`src/hdl/drt_pkg.sv`:
```
// Shared constants for the dirty region tracker: command and result codes,
// configuration register indexes, field widths and reset values.
// No dependencies.
package drt_pkg;

  // Input item field widths
  localparam int CMD_W   = 2;
  localparam int IN_CW   = 16;
  localparam int IN_DATA_W = 4 * IN_CW;
  localparam int KIND_W  = 2;

  // Command codes
  localparam logic [CMD_W-1:0] CMD_ADD   = 2'd0;
  localparam logic [CMD_W-1:0] CMD_FULL  = 2'd1;
  localparam logic [CMD_W-1:0] CMD_DRAIN = 2'd2;

  // Result kinds
  localparam logic [KIND_W-1:0] KIND_NONE   = 2'd0;
  localparam logic [KIND_W-1:0] KIND_FULL   = 2'd1;
  localparam logic [KIND_W-1:0] KIND_REGION = 2'd2;

  // Configuration port
  localparam int CFG_W     = 13;
  localparam int CFG_ADDR_W = 1;
  localparam logic [CFG_ADDR_W-1:0] REG_SCREEN_WIDTH  = 1'd0;
  localparam logic [CFG_ADDR_W-1:0] REG_SCREEN_HEIGHT = 1'd1;
  localparam logic [CFG_W-1:0] SCREEN_WIDTH_RST  = 13'd320;
  localparam logic [CFG_W-1:0] SCREEN_HEIGHT_RST = 13'd240;

  // Parameter defaults
  localparam int MAX_REGIONS_DEF = 8;
  localparam int COORD_BITS_DEF  = 12;

endpackage

```
`src/hdl/drt_merge.sv`:
```
// Intersection test and bounding-box merge of a new rectangle with one
// stored entry. Rectangles pack left, top, right, bottom from the lowest bit.
// Depends on nothing but its parameter.
module drt_merge #(
  parameter int COORD_BITS = 12
) (
  input  logic [4*COORD_BITS-1:0] new_rect,
  input  logic [4*COORD_BITS-1:0] ent_rect,
  output logic                    hit,
  output logic [4*COORD_BITS-1:0] merged
);

  localparam int CB = COORD_BITS;

  logic [CB-1:0] nl, nt, nr, nb;
  logic [CB-1:0] el, et, er, eb;

  assign {nb, nr, nt, nl} = new_rect;
  assign {eb, er, et, el} = ent_rect;

  // Overlap on both axes, edges inclusive
  assign hit = (nl <= er) && (el <= nr) && (nt <= eb) && (et <= nb);

  // Bounding box of the two
  assign merged = {(nb > eb) ? nb : eb,
                   (nr > er) ? nr : er,
                   (nt < et) ? nt : et,
                   (nl < el) ? nl : el};

endmodule

```
`src/hdl/dirty_region_tracker.sv`:
```
// Dirty region tracker top level: clamps, merges and stores redraw regions
// in a table with one write and one read port; drains them as a run of results.
// Depends on drt_pkg and drt_merge.
// Add: an add that is dropped or goes into an empty table needs no scan;
//   otherwise entries are scanned one entry per cycle through the table's
//   single read port, up to the first overlap or the last entry. Full repaint needs no scan.
// Drain: the table is read at the accepting edge; each region result is
//   registered from ST_DRAIN, one region per cycle while the output is not
//   stalled; a full-frame or nothing result is registered from ST_EMIT.
// Reset: region count 0, repaint pending set, screen 320 x 240; the table
//   itself is not cleared and needs no clearing pass.
module dirty_region_tracker #(
  parameter int MAX_REGIONS = drt_pkg::MAX_REGIONS_DEF,
  parameter int COORD_BITS  = drt_pkg::COORD_BITS_DEF
) (
  input  logic                            clk,
  input  logic                            rst_n,
  // Configuration write port
  input  logic                            cfg_we,
  input  logic [drt_pkg::CFG_ADDR_W-1:0]  cfg_addr,
  input  logic [drt_pkg::CFG_W-1:0]       cfg_wdata,
  // Command stream
  input  logic                            in_tvalid,
  output logic                            in_tready,
  input  logic [drt_pkg::IN_DATA_W-1:0]   in_tdata,   // left, top, right, bottom
  input  logic [drt_pkg::CMD_W-1:0]       in_tuser,   // cmd
  // Result stream
  output logic                            out_tvalid,
  input  logic                            out_tready,
  output logic [((4*COORD_BITS+7)/8)*8-1:0] out_tdata, // left, top, right, bottom
  output logic [drt_pkg::KIND_W-1:0]      out_tuser,  // kind
  output logic                            out_tlast   // last
);

  localparam int CB     = COORD_BITS;
  localparam int RW     = 4 * CB;
  localparam int ODW    = ((RW + 7) / 8) * 8;
  localparam int AW     = (MAX_REGIONS > 1) ? $clog2(MAX_REGIONS) : 1;
  localparam int CW     = $clog2(MAX_REGIONS + 1);
  localparam int SW     = 18;
  localparam int SPAN   = 1 << COORD_BITS;

  localparam logic signed [SW-1:0] SPAN_S = SW'(SPAN);

  // Sequencer states
  localparam logic [1:0] ST_IDLE  = 2'd0;
  localparam logic [1:0] ST_SCAN  = 2'd1;
  localparam logic [1:0] ST_DRAIN = 2'd2;
  localparam logic [1:0] ST_EMIT  = 2'd3;

  logic [1:0]    state_r, state_nxt;
  logic [RW-1:0] rect_r, rect_nxt;
  logic [AW-1:0] idx_r, idx_nxt;
  logic [CW-1:0] count_r, count_nxt;
  logic          pending_r, pending_nxt;
  logic [drt_pkg::CFG_W-1:0] width_r, height_r;

  logic                        out_valid_r, out_valid_nxt;
  logic [RW-1:0]               out_rect_r, out_rect_nxt;
  logic [drt_pkg::KIND_W-1:0]  out_kind_r, out_kind_nxt;
  logic                        out_last_r, out_last_nxt;

  // Region table
  logic [RW-1:0] mem [MAX_REGIONS];
  logic [RW-1:0] rd_data_r;
  logic          mem_we, mem_re;
  logic [AW-1:0] mem_waddr, mem_raddr;
  logic [RW-1:0] mem_wdata;

  logic                 in_acc;
  logic                 out_free;
  logic signed [SW-1:0] mx_s, my_s, wd_s, ht_s;
  logic signed [SW-1:0] l_s, t_s, r_s, b_s;
  logic signed [SW-1:0] lc_s, tc_s, rc_s, bc_s;
  logic                 rect_empty;
  logic [RW-1:0]        clamped;
  logic [RW-1:0]        full_rect;
  logic                 hit;
  logic [RW-1:0]        merged;
  logic [CW-1:0]        idx_inc;
  logic                 idx_last;

  assign in_tready = (state_r == ST_IDLE);
  assign in_acc    = in_tvalid && in_tready;
  assign out_free  = !out_valid_r || out_tready;

  // Screen limits: size capped at the coordinate span, minus one
  assign wd_s = SW'(width_r);
  assign ht_s = SW'(height_r);
  assign mx_s = ((wd_s > SPAN_S) ? SPAN_S : wd_s) - SW'(1);
  assign my_s = ((ht_s > SPAN_S) ? SPAN_S : ht_s) - SW'(1);

  // Clamp the incoming rectangle
  assign l_s = {{(SW-drt_pkg::IN_CW){in_tdata[15]}}, in_tdata[15:0]};
  assign t_s = {{(SW-drt_pkg::IN_CW){in_tdata[31]}}, in_tdata[31:16]};
  assign r_s = {{(SW-drt_pkg::IN_CW){in_tdata[47]}}, in_tdata[47:32]};
  assign b_s = {{(SW-drt_pkg::IN_CW){in_tdata[63]}}, in_tdata[63:48]};

  assign lc_s = l_s[SW-1] ? '0 : l_s;
  assign tc_s = t_s[SW-1] ? '0 : t_s;
  assign rc_s = (r_s > mx_s) ? mx_s : r_s;
  assign bc_s = (b_s > my_s) ? my_s : b_s;

  assign rect_empty = (lc_s > rc_s) || (tc_s > bc_s);
  assign clamped    = {bc_s[CB-1:0], rc_s[CB-1:0], tc_s[CB-1:0], lc_s[CB-1:0]};

  // Full-frame result, zero edge for a zero screen size
  assign full_rect = {my_s[SW-1] ? {CB{1'b0}} : my_s[CB-1:0],
                      mx_s[SW-1] ? {CB{1'b0}} : mx_s[CB-1:0],
                      {CB{1'b0}}, {CB{1'b0}}};

  drt_merge #(
    .COORD_BITS (COORD_BITS)
  ) u_merge (
    .new_rect (rect_r),
    .ent_rect (rd_data_r),
    .hit      (hit),
    .merged   (merged)
  );

  assign idx_inc  = CW'(idx_r) + CW'(1);
  assign idx_last = (idx_inc == count_r);

  // Sequencer: scan, merge, append and drain
  always_comb begin
    state_nxt     = state_r;
    rect_nxt      = rect_r;
    idx_nxt       = idx_r;
    count_nxt     = count_r;
    pending_nxt   = pending_r;
    out_valid_nxt = out_tready ? 1'b0 : out_valid_r;
    out_rect_nxt  = out_rect_r;
    out_kind_nxt  = out_kind_r;
    out_last_nxt  = out_last_r;
    mem_we        = 1'b0;
    mem_re        = 1'b0;
    mem_waddr     = idx_r;
    mem_raddr     = '0;
    mem_wdata     = merged;

    unique case (state_r)
      ST_IDLE: begin
        if (in_acc) begin
          unique case (in_tuser)
            drt_pkg::CMD_ADD: begin
              if (!rect_empty) begin
                rect_nxt = clamped;
                if (count_r == '0) begin
                  mem_we      = 1'b1;
                  mem_waddr   = '0;
                  mem_wdata   = clamped;
                  count_nxt   = CW'(1);
                  pending_nxt = 1'b1;
                end else begin
                  mem_re    = 1'b1;
                  idx_nxt   = '0;
                  state_nxt = ST_SCAN;
                end
              end
            end
            drt_pkg::CMD_FULL: begin
              pending_nxt = 1'b1;
              count_nxt   = '0;
            end
            drt_pkg::CMD_DRAIN: begin
              if (pending_r && (count_r != '0)) begin
                mem_re    = 1'b1;
                idx_nxt   = '0;
                state_nxt = ST_DRAIN;
              end else begin
                state_nxt = ST_EMIT;
              end
            end
            default: begin
              // unused command: drop
            end
          endcase
        end
      end

      ST_SCAN: begin
        priority if (hit) begin
          // grow the first overlapping entry
          mem_we      = 1'b1;
          mem_waddr   = idx_r;
          mem_wdata   = merged;
          pending_nxt = 1'b1;
          state_nxt   = ST_IDLE;
        end else if (idx_last) begin
          // no overlap: append, or fall back to a full repaint
          if (count_r < CW'(MAX_REGIONS)) begin
            mem_we    = 1'b1;
            mem_waddr = count_r[AW-1:0];
            mem_wdata = rect_r;
            count_nxt = count_r + CW'(1);
          end else begin
            count_nxt = '0;
          end
          pending_nxt = 1'b1;
          state_nxt   = ST_IDLE;
        end else begin
          mem_re    = 1'b1;
          mem_raddr = idx_inc[AW-1:0];
          idx_nxt   = idx_inc[AW-1:0];
        end
      end

      ST_DRAIN: begin
        if (out_free) begin
          out_valid_nxt = 1'b1;
          out_rect_nxt  = rd_data_r;
          out_kind_nxt  = drt_pkg::KIND_REGION;
          out_last_nxt  = idx_last;
          if (idx_last) begin
            pending_nxt = 1'b0;
            count_nxt   = '0;
            state_nxt   = ST_IDLE;
          end else begin
            mem_re    = 1'b1;
            mem_raddr = idx_inc[AW-1:0];
            idx_nxt   = idx_inc[AW-1:0];
          end
        end else begin
          // hold the read data and address until the output frees up
          mem_raddr = idx_r;
        end
      end

      ST_EMIT: begin
        if (out_free) begin
          out_valid_nxt = 1'b1;
          out_rect_nxt  = pending_r ? full_rect : '0;
          out_kind_nxt  = pending_r ? drt_pkg::KIND_FULL : drt_pkg::KIND_NONE;
          out_last_nxt  = 1'b1;
          pending_nxt   = 1'b0;
          count_nxt     = '0;
          state_nxt     = ST_IDLE;
        end
      end

      default: begin
        state_nxt = ST_IDLE;
      end
    endcase
  end

  // Control registers
  always_ff @(posedge clk) begin
    if (!rst_n) begin
      state_r     <= ST_IDLE;
      count_r     <= '0;
      pending_r   <= 1'b1;
      out_valid_r <= 1'b0;
      width_r     <= drt_pkg::SCREEN_WIDTH_RST;
      height_r    <= drt_pkg::SCREEN_HEIGHT_RST;
    end else begin
      state_r     <= state_nxt;
      count_r     <= count_nxt;
      pending_r   <= pending_nxt;
      out_valid_r <= out_valid_nxt;
      if (cfg_we) begin
        unique case (cfg_addr)
          drt_pkg::REG_SCREEN_WIDTH:  width_r  <= cfg_wdata;
          drt_pkg::REG_SCREEN_HEIGHT: height_r <= cfg_wdata;
        endcase
      end
    end
  end

  // Payload registers
  always_ff @(posedge clk) begin
    rect_r     <= rect_nxt;
    idx_r      <= idx_nxt;
    out_rect_r <= out_rect_nxt;
    out_kind_r <= out_kind_nxt;
    out_last_r <= out_last_nxt;
  end

  // Region table: one write and one registered read per cycle
  always_ff @(posedge clk) begin
    if (mem_we) begin
      mem[mem_waddr] <= mem_wdata;
    end
    if (mem_re) begin
      rd_data_r <= mem[mem_raddr];
    end
  end

  assign out_tvalid = out_valid_r;
  assign out_tdata  = ODW'(out_rect_r);
  assign out_tuser  = out_kind_r;
  assign out_tlast  = out_last_r;

endmodule

```
`config.mk`:
```
export PLATFORM = sky130hd
export DESIGN_NAME = dirty_region_tracker
export DESIGN_NICKNAME = d
export VERILOG_FILES = /design/src/hdl/drt_pkg.sv /design/src/hdl/drt_merge.sv /design/src/hdl/dirty_region_tracker.sv
export SDC_FILE = /design/constraint.sdc
export NUM_CORES = 1
export LEC_CHECK = 0
export BUFFER_PORTS_ARGS = -buffer_cell sky130_fd_sc_hd__buf_4
export CORE_MARGIN = 4
export CORE_UTILIZATION = 60
export CTS_CLUSTER_SIZE = 14
export DETAILED_ROUTE_END_ITERATION = 7
export PLACE_DENSITY_LB_ADDON = 0.3
export SLEW_MARGIN = 20
export SYNTH_ARGS = -nofsm -noshare
export SYNTH_HDL_FRONTEND = slang
export SYNTH_HIERARCHICAL = 1
export SYNTH_SLANG_ARGS = --single-unit
export TNS_END_PERCENT = 5
```
`constraint.sdc`:
```
create_clock -name clk -period 13.9 [get_ports clk]
set_input_delay 0.695 -clock clk [delete_from_list [all_inputs] [get_ports clk]]
set_output_delay 0.695 -clock clk [all_outputs]
set_load 0.01 [all_outputs]
```
==> flow_summary_export.csv <==
group,metric,value,unit
route,drtIter0Drc,2442,
layout,antenna_cells,0,
floorplan,rows,80,
layout,nNetsFinal,2513,
setup_path,worstPathMaxFanout,68,
clock_network,clock_latency,0.64,ns
sta,fin_skew,0.0314,ns
route,antenna_left,0,
setup_path,reg2reg_from,"width_r[6]$_SDFFE_PN1P_",
route,detail_route.wl_per_cell,27.1,microns
setup_path,regToRegEndpoint,"mem[2][8]$_DFFE_PP_",
hold_path,hold_end,"height_r[4]$_SDFFE_PN1P_",
floorplan,io_pins,138,
global_routing,grt_max_degree,69,
setup_path,critical_path_class,"reg2reg",
yosys,ys_types,76,
pwr,p_leak,12.0,nW
yosys,synth-seq-area-share,58.1,%
sta,fin_crit,9.61,ns
setup_path,cp-start-kind,"flop",
route,drcViolationCount,0,
clock_network,post_cts_resized,0,
route,dr.pass1.iters,6,
setup_path,crit_required,14.14,ns
yosys,async_flop_share,0,%
yosys,yosysWarningCount,6,
clock_network,cts_num_sinks,568,
global_routing,antenna_found_initial,4,
yosys,yosysTopAreaCell,"edfxtp_1",
yosys,synth_seq_cells,568,
placement,dp_hpwl,52.9,mm
sta,hold_ws,0.298,ns
setup_path,r2r_slack,4.29,ns
sta,tightest_slew,1.10,ns
yosys,synth_nets,2392,
layout,area_delta_synth_final,12.5,%
global_routing,overflow,0,
clock_network,tritoncts,"done",
clock_network,path_clk_slew,0.06,ns
sta,finalSetupViolCount,0,
sta,fin_crit_sh,69.1,%
sta,slew-limit-headroom,26.3,%
clock_network,cts_root_buffer,"clkbuf_16",
placement,place_congestion,0.949,
sta,final.setup.tns,0,ns
floorplan,chipHeight,227,microns
floorplan,dieArea,0.0515,sq mm
sta,fmax,0.104,GHz
route,post_drt_via_cell_ratio,6.64,
hold_path,hold_start,"cfg_wdata[4]",
yosys,synth_edf_count,534,
setup_path,slowest_delay,0.66,ns
yosys,synth.area.top_cells,"edfxtp_1 (56%), mux4_2 (7.5%), ha_1 (7.0%)",
clock_network,cts_setup_buffers,0,
floorplan,core-area,0.0475,sq mm
hold_path,whs_path_depth,3,
route,wirelength,79.6,mm
global_routing,first_global_vias,19500,
yosys,syn_area_per_cell,13.4,sq um
route,dr_total_vias,19500,
hold_path,hold_path_class,"in2reg",
sta,finalHoldViolCount,0,
global_routing,track_usage,31.0,%
status,status,"finished, final reports clean",
layout,drive_gt1_share,19.6,%
sta,finalMaxSlewViolations,0,
yosys,ys_top_cells_by_count,"edfxtp_1 (534), nand2_1 (249), ha_1 (160)",
floorplan,initial_core_util,60.6,%
pwr,power_density,129,mW/mm^2
yosys,syn_area,0.0288,sq mm
yosys,synth.most_common_cell,"edfxtp_1",
run,maxCapViolCount,0,
yosys,syn_inst,2147,
setup_path,arrival,9.86,ns
global_routing,grt_pass1_wl,119,mm
floorplan,die_w,227,microns
clock_network,cts.htree.levels,2,
sta,rsz0062_at_grt,"no",
setup_path,worst_setup_path_end_kind,"flop",
clock_network,cts_inserted_buffers,56,
clock_network,postCtsHoldBufs,0,
setup_path,rr_worst_depth,29,
yosys,synth-main-ff-cell,"edfxtp_1",
yosys,yosysTopAreaCellShare,55.7,%
pwr,ir_drop,0.177,mV
clock_network,cts.path.max_buffers,3,
placement,io_buffers,137,
setup_path,crit_path_top_delay_cell,"nand2_1",
cells in the final DEF (no fill, tap or decap), drive strengths merged, types with 5 or more instances in the layout:
master / instances
a211oi: 8
a21boi: 25
a21o: 33
a21oi: 127
a221o: 41
a221oi: 11
a22oi: 14
a31oi: 6
a32o: 5
and2: 9
and3: 5
and4: 7
buf: 162
bufinv: 6
clkbuf: 71
clkinv: 26
dfxtp: 34
edfxtp: 534
ha: 160
inv: 131
mux2: 87
mux2i: 35
mux4: 96
nand2: 249
nand2b: 21
nand3: 21
nand4: 33
nor2: 62
nor2b: 77
nor3: 21
nor4: 7
o211ai: 7
o21ai: 79
o2bb2ai: 21
o31ai: 12
or3: 7
xnor2: 12
routing by layer:
layer | track usage [%] | wire length [microns]
met2 | 49.4 | 37300
met4 | 14.4 | 4420
met1 | 42.2 | 30600
met3 | 5.49 | 7190
met5 | 0 | 38
cells by family after synthesis:
| group | Yosys count | share of synthesized area [%] |
|---|---|---|
| compound gates | 423 | 10.1 |
| xor+xnor | 16 | 0.487 |
| fa+ha+maj | 162 | 7.03 |
| buf+inv | 227 | 3.08 |
| flops | 568 | 58.1 |
| mux | 218 | 12.4 |
| simple gates | 533 | 8.91 |
critical path, delay by kind of cell, from the launching register on:
family | cells | cell delay [ns]
AO/OA/AOI/OAI | 12 | 3.71
XOR/XNOR | 1 | 0.43
adder cells (fa/ha/maj) | 2 | 0.62
buffers and inverters | 2 | 0.98
flip-flops | 1 | 0.35
AND/OR/NAND/NOR | 12 | 3.05
final cells by class:
type / instances / area [sq um]
inverters: 128 / 480
multi-input cells: 1352 / 11300
repair buffers: 162 / 1220
well taps: 615 / 769
clock buffers: 71 / 1530
fillers: 3158 / 15200
clock inverters: 35 / 367
flip-flops and latches: 568 / 16700
sequential cells by signal, indices dropped and copies added, names as in the netlist, 3 cells and up:
name	flops
count_r	4
height_r	13
idx_r	3
mem	384
out_tdata	48
rd_data_r	48
rect_r	48
width_r	13
how the worst max path moves through the flow:
stage | startpoint | slack [ns] | endpoint
after floorplan | height_r[12]$_SDFFE_PN0P_ | 3.79 | mem[7][0]$_DFFE_PP_
after global placement | width_r[6]$_SDFFE_PN1P_ | 4.82 | mem[2][5]$_DFFE_PP_
after detailed placement | width_r[6]$_SDFFE_PN1P_ | 4.54 | mem[2][0]$_DFFE_PP_
after CTS | width_r[6]$_SDFFE_PN1P_ | 4.40 | mem[2][8]$_DFFE_PP_
after global routing | width_r[12]$_SDFFE_PN0P_ | 3.42 | mem[2][5]$_DFFE_PP_
final | width_r[6]$_SDFFE_PN1P_ | 4.29 | mem[2][8]$_DFFE_PP_
per-stage QoR:
stage | power [mW] | setup slack, ns | util, % | cells | instance area, sq um
finish | 4.18 | 4.29 | 68.1 | 2931 | 32400
global route | 4.34 | 3.42 | 68.1 | 2931 | 32400
CTS | 4.19 | 4.40 | 68.1 | 2931 | 32400
detailed placement | 2.64 | 4.54 | 64.1 | 2825 | 30500
global placement | 2.62 | 4.82 | 64.1 | 2825 | 30500
floorplan | 2.42 | 3.79 | - | 2147 | 28800
report_power, final:
group	internal, mW	total, mW	leakage (nW)	switching (mW)
registers	1.98	2.02	5.12	0.0391
clock network	0.897	1.55	0.932	0.653
logic	0.210	0.605	5.99	0.395
total	3.09	4.18	12.0	1.09
Power figures use the tool's default switching activity.
